`config.mk`:
```
export PLATFORM = sky130hd
export DESIGN_NAME = rlbm_front
export DESIGN_NICKNAME = d
export VERILOG_FILES = /design/src/hdl/rlbm_pkg.sv /design/src/hdl/rlbm_front.sv
export SDC_FILE = /design/constraint.sdc
export NUM_CORES = 1
export LEC_CHECK = 0
export ABC_CLOCK_PERIOD_IN_PS = 2350
export BUFFER_PORTS_ARGS = -buffer_cell sky130_fd_sc_hd__buf_2
export CAP_MARGIN = 20
export CORE_MARGIN = 1
export CORE_UTILIZATION = 30
export CTS_CLUSTER_DIAMETER = 150
export DETAILED_ROUTE_END_ITERATION = 6
export PLACE_DENSITY = 0.48
export SETUP_SLACK_MARGIN = 0.02
export SYNTH_ARGS = -nofsm -noshare
export SYNTH_HDL_FRONTEND = slang
export SYNTH_SLANG_ARGS = --single-unit
export TNS_END_PERCENT = 1
```
`constraint.sdc`:
```
create_clock -name clk -period 2.35 [get_ports clk]
set_clock_uncertainty 0.1 [all_clocks]
set_input_delay 0.235 -clock clk [delete_from_list [all_inputs] [get_ports clk]]
set_output_delay 0.235 -clock clk [all_outputs]
set_load 0.01 [all_outputs]
```
`src/hdl/rlbm_pkg.sv`:
```
// ----------------------------------------------------------------------------
// rlbm_pkg
// Types, constants and codes shared by the matching block.
// ----------------------------------------------------------------------------
`default_nettype none
package rlbm_pkg;
	localparam int MAX_SOURCES_DEF = 64;
	localparam int MAX_TARGETS_DEF = 64;
	localparam int FRAC_BITS_DEF   = 8;
	localparam int COORD_W = 24;
	localparam int CMD_W   = 2;
	localparam int CNT_W   = 7;
	localparam int REG_W   = 16;
	localparam int IDX_W   = 1;
	localparam int FIFO_DEPTH = 4;

	localparam logic [CMD_W-1:0] CMD_LOAD_SRC = 2'd0;
	localparam logic [CMD_W-1:0] CMD_LOAD_TGT = 2'd1;
	localparam logic [CMD_W-1:0] CMD_SOLVE    = 2'd2;

	localparam logic [IDX_W-1:0] REG_TIME_LIMIT = 1'b0;
	localparam logic [IDX_W-1:0] REG_SPEED      = 1'b1;

	typedef struct packed {
		logic [CMD_W-1:0]          command;
		logic signed [COORD_W-1:0] x_coord;
		logic signed [COORD_W-1:0] y_coord;
	} req_t;

	typedef struct packed {
		logic [CNT_W-1:0] unmatched_count;
		logic [CNT_W-1:0] matched_count;
		logic             overflow;
	} res_t;

	typedef enum logic [3:0] {
		ST_IDLE, ST_EDGE_RD, ST_EDGE_MUL, ST_EDGE_SUM, ST_EDGE_CMP,
		ST_AUG_START, ST_SCAN, ST_POP, ST_PUSH_RD, ST_COMMIT, ST_NEXT_SRC, ST_EMIT
	} eng_state_t;
endpackage
`default_nettype wire

```
`src/hdl/rlbm_front.sv`:
```
// ----------------------------------------------------------------------------
// rlbm_front
// Accepts requests and queues them in a short FIFO for the engine.
// ----------------------------------------------------------------------------
`default_nettype none
module rlbm_front (
	input  wire                 clk,
	input  wire                 arst_n,
	input  wire                 in_valid,
	output logic                in_ready,
	input  rlbm_pkg::req_t      in_req,
	output logic                q_valid,
	input  wire                 q_ready,
	output rlbm_pkg::req_t      q_req
);
	import rlbm_pkg::*;
	localparam int PW = $clog2(FIFO_DEPTH);

	req_t            mem_q [FIFO_DEPTH];
	logic [PW-1:0]   wp_q, rp_q;
	logic [PW:0]     cnt_q;
	logic            push, pop;

	assign in_ready = (cnt_q != PW'(0) + (PW+1)'(FIFO_DEPTH));
	assign q_valid  = (cnt_q != '0);
	assign q_req    = mem_q[rp_q];
	assign push     = in_valid && in_ready;
	assign pop      = q_valid && q_ready;

	// Store pushed requests
	always_ff @(posedge clk) begin
		if (push) mem_q[wp_q] <= in_req;
	end

	// Advance pointers and count
	always_ff @(posedge clk or negedge arst_n) begin
		if (!arst_n) begin
			wp_q <= '0; rp_q <= '0; cnt_q <= '0;
		end else begin
			if (push) wp_q <= wp_q + PW'(1);
			if (pop) rp_q <= rp_q + PW'(1);
			cnt_q <= cnt_q + (PW+1)'(push) - (PW+1)'(pop);
		end
	end
endmodule
`default_nettype wire

```
==> flow_summary.json <==
{
  "power.density_mw_per_mm2": 1208,
  "placed_cells": 742,
  "synth_top_area_cell": "edfxtp_1",
  "cts_sinks": 207,
  "yosys_warnings": 0,
  "power.internal_mw": 8.700,
  "num_vias": 3740,
  "setup_ws_ns": 0.03334,
  "cap_violations": 0,
  "place_ws_ns": 0.08809,
  "switching_share": 0.2873,
  "arrival_ns": 1.98,
  "clk_pin_slew_ns": 0.06,
  "area_growth_pct": 30.48,
  "hold_path_depth": 2,
  "crit-reg2reg-launch": "cnt_q[1]",
  "antenna_found_initial": 1,
  "worst-r2r-cell-count": 8,
  "die_area_mm2": 0.02646,
  "cp_max_fo": 5,
  "timing.final.crit_share": 0.9858,
  "initial_utilization": 0.3067,
  "placed_area_mm2": 0.008748,
  "worstMarginPinSlew_ns": 0.5032,
  "pwr-share-seq": 0.418,
  "regToRegSetupSlack_ns": 0.14,
  "dp_hpwl_mm": 8.955,
  "drc": 0,
  "viasPerCell": 4.447,
  "nets": 560,
  "grt-ovfl-total": 0,
  "ys_seq_area_frac": 0.7981,
  "synth_top_area_frac": 0.7754,
  "rows": 58,
  "cts_made_buffers": 23,
  "die_y_um": 162.7,
  "holdPathEnd": "mem_q[2][33]",
  "synth_area_leaders": "edfxtp_1 (78%), mux4_2 (14%), dfrtp_1 (2.3%), buf_12 (1.3%), ha_1 (0.97%)",
  "hold_viol": 0,
  "wl_per_cell_um": 18.17,
  "cts_tree": "done",
  "mostFrequentLayoutCell": "edfxtp_1",
  "critical_path_class": "reg2out",
  "final_cell_mix": "edfxtp_1 (200), buf_2 (99), dlygate4sd3_1 (54), mux4_2 (49), clkbuf_16 (23)",
  "cts_root_buf": "clkbuf_16",
  "slew_headroom": 0.6645,
  "finalMaxSlewViolations": 0,
  "min_period_ns": 2.317,
  "crit_family": "buffers and inverters",
  "instances_no_fill": 841,
  "irDropWorstVdd_uv": 503.6,
  "setup_viol": 0,
  "ant_nets": 0,
  "clk_latency_ns": 0.50,
  "worstHoldStart": "in_req[33]",
  "netlist_area_mm2": 0.007745,
  "dieWidth_um": 162.7,
  "firstDrtPassIters": 4,
  "critPathBufInv": 4,
  "fin_util": 0.4002,
  "fmax_ghz": 0.4317,
  "start_kind": "flop",
  "synth_fp_nets": 364,
  "rsz0062_at_grt": "true",
  "p_leak_nw": 3.510,
  "grtUsageTotal": 0.1199,
  "total_power_mw": 12.21,
  "synth_cell_types": 22,
  "status": "completed",
  "postRouteWirelength_mm": 15.28,
  "antenna_cells": 0,
  "reg2reg_to": "cnt_q[2]",
  "crit_chain": "buf_12 > buf_12 > buf_8 > mux4_2 > buf_6",
  "gp_congestion": 0.6599,
  "avgSynthCellArea_um2": 25.56,
  "worstPathRequired_ns": 2.02,
  "endpoint_kind": "output pin",
  "clockPowerShare": 0.254,
  "ys_ff_latch": 207,
  "p_sw_mw": 3.508,
  "ioPinCount": 106,
  "pwr-share-comb": 0.328,
  "synthCells": 303,
  "critPathMaxStageDelay_ns": 0.51,
  "grt_first_pass_wirelength_mm": 23.65,
  "grt_max_degree": 36,
  "grt_pass1_vias": 4112,
  "dr.first_iter.drc_count": 175,
  "cpMostUsedCell": "buf_12",
  "clockBufferDepth": 3,
  "cts_max_level": 1,
  "whs_ns": 0.3851,
  "postLayoutCellArea_mm2": 0.01011,
  "slowest_stage": "dfrtp_4",
  "tns_ns": 0,
  "drive_gt1_frac": 0.4188,
  "core-area_mm2": 0.02525,
  "hold_path.class": "in2reg",
  "placement.io_buffers": 105,
  "n_fill_cell": 2290
}
[routing by layer]
| layer | part of all wire | global-route usage |
|---|---|---|
| met1 | 0.42 | 0.1519 |
| met2 | 0.50 | 0.2051 |
| met3 | 0.043 | 0.02597 |
| met4 | 0.029 | 0.03696 |
| met5 | 0.00085 | 0 |
[state kept, by name, summed over array words and instances (netlist names)]
register and cells:
cnt_q 3, rp_q 2, wp_q 2, mem_q 200
[Yosys cell counts]
cell type,n
nand2b_1,4
nand2_1,1
or3_1,1
dfrtp_1,7
edfxtp_1,200
ha_1,6
clkbuf_1,1
xnor2_1,3
and3b_1,4
nor3b_2,1
fa_1,1
o31a_1,1
nand4bb_1,2
buf_2,5
o211ai_1,2
buf_12,5
inv_1,6
mux4_1,2
buf_6,1
o311ai_0,1
xor2_1,1
mux4_2,48
[cell type report]
type                       count  area [µm²]  share of cell area
inverter                       6       22.52            0.002229
sequential                   207        6187              0.6122
tap                          330       412.9             0.04086
timing repair buffer         183        1443              0.1428
multi-input combinational     78        1403              0.1388
clock buffer                  26       586.8             0.05807
clock inverter                11       51.30            0.005076
[worst reg2reg max path, delay by kind of cell, from the launching register on]
kind,cells,cell delay [ns]
AOI/OAI and AO/OA,1,0.35
xor gates and xnor gates,2,0.32
adders and majority gates,3,0.78
buffers and inverters,2,0.11
DFF,1,0.46
[cells by family (layout without fill, tap and decap cells)]
logic type	Yosys count	count (layout)	share of synthesized area
flops	207	207	0.7981
mux	50	50	0.1464
buf+inv	18	226	0.02100
simple gates	13	13	0.01357
fa+ha+maj	7	7	0.01228
compound gates	4	4	0.004200
xor+xnor	4	4	0.004524
[worst max-delay path by stage]
| stage | from | end | slack, ns | cells past startpoint |
|---|---|---|---|---|
| 6_report | rp_q[0] | q_req[42] | 0.03 | 5 |
| 5_1_grt | rp_q[0] | q_req[12] | -0.02 | 4 |
| 2_1_floorplan | cnt_q[2] | mem_q[1][0] | -0.09 | 2 |
| 3_3_place_gp | cnt_q[1] | cnt_q[2] | 0.18 | 8 |
| 4_1_cts | rp_q[0] | q_req[45] | -0.005 | 5 |
| 3_5_place_dp | cnt_q[1] | cnt_q[2] | 0.09 | 8 |
[what timing repair did]
action / 4_1_cts / 5_1_grt
setup endpoints to repair: 41 / 28
hold buffers: 54 / 0
endpoints found under the hold margin: 210 / 0
buffers inserted: 7 / 0
cloned: 1 / 0
resized for setup: 10 / 6
[power groups by stage]
stage                     Combinational, mW  Clock [mW]  Sequential, mW
final                                  4.00        3.11            5.10
after global routing                   4.37        3.35            5.17
after CTS                              4.12        3.24            5.10
after detailed placement               3.61           0            5.25
after global placement                 3.57           0            5.21
after floorplan                        2.41           0            5.11
Note: power is estimated with default switching activity, not from simulation.
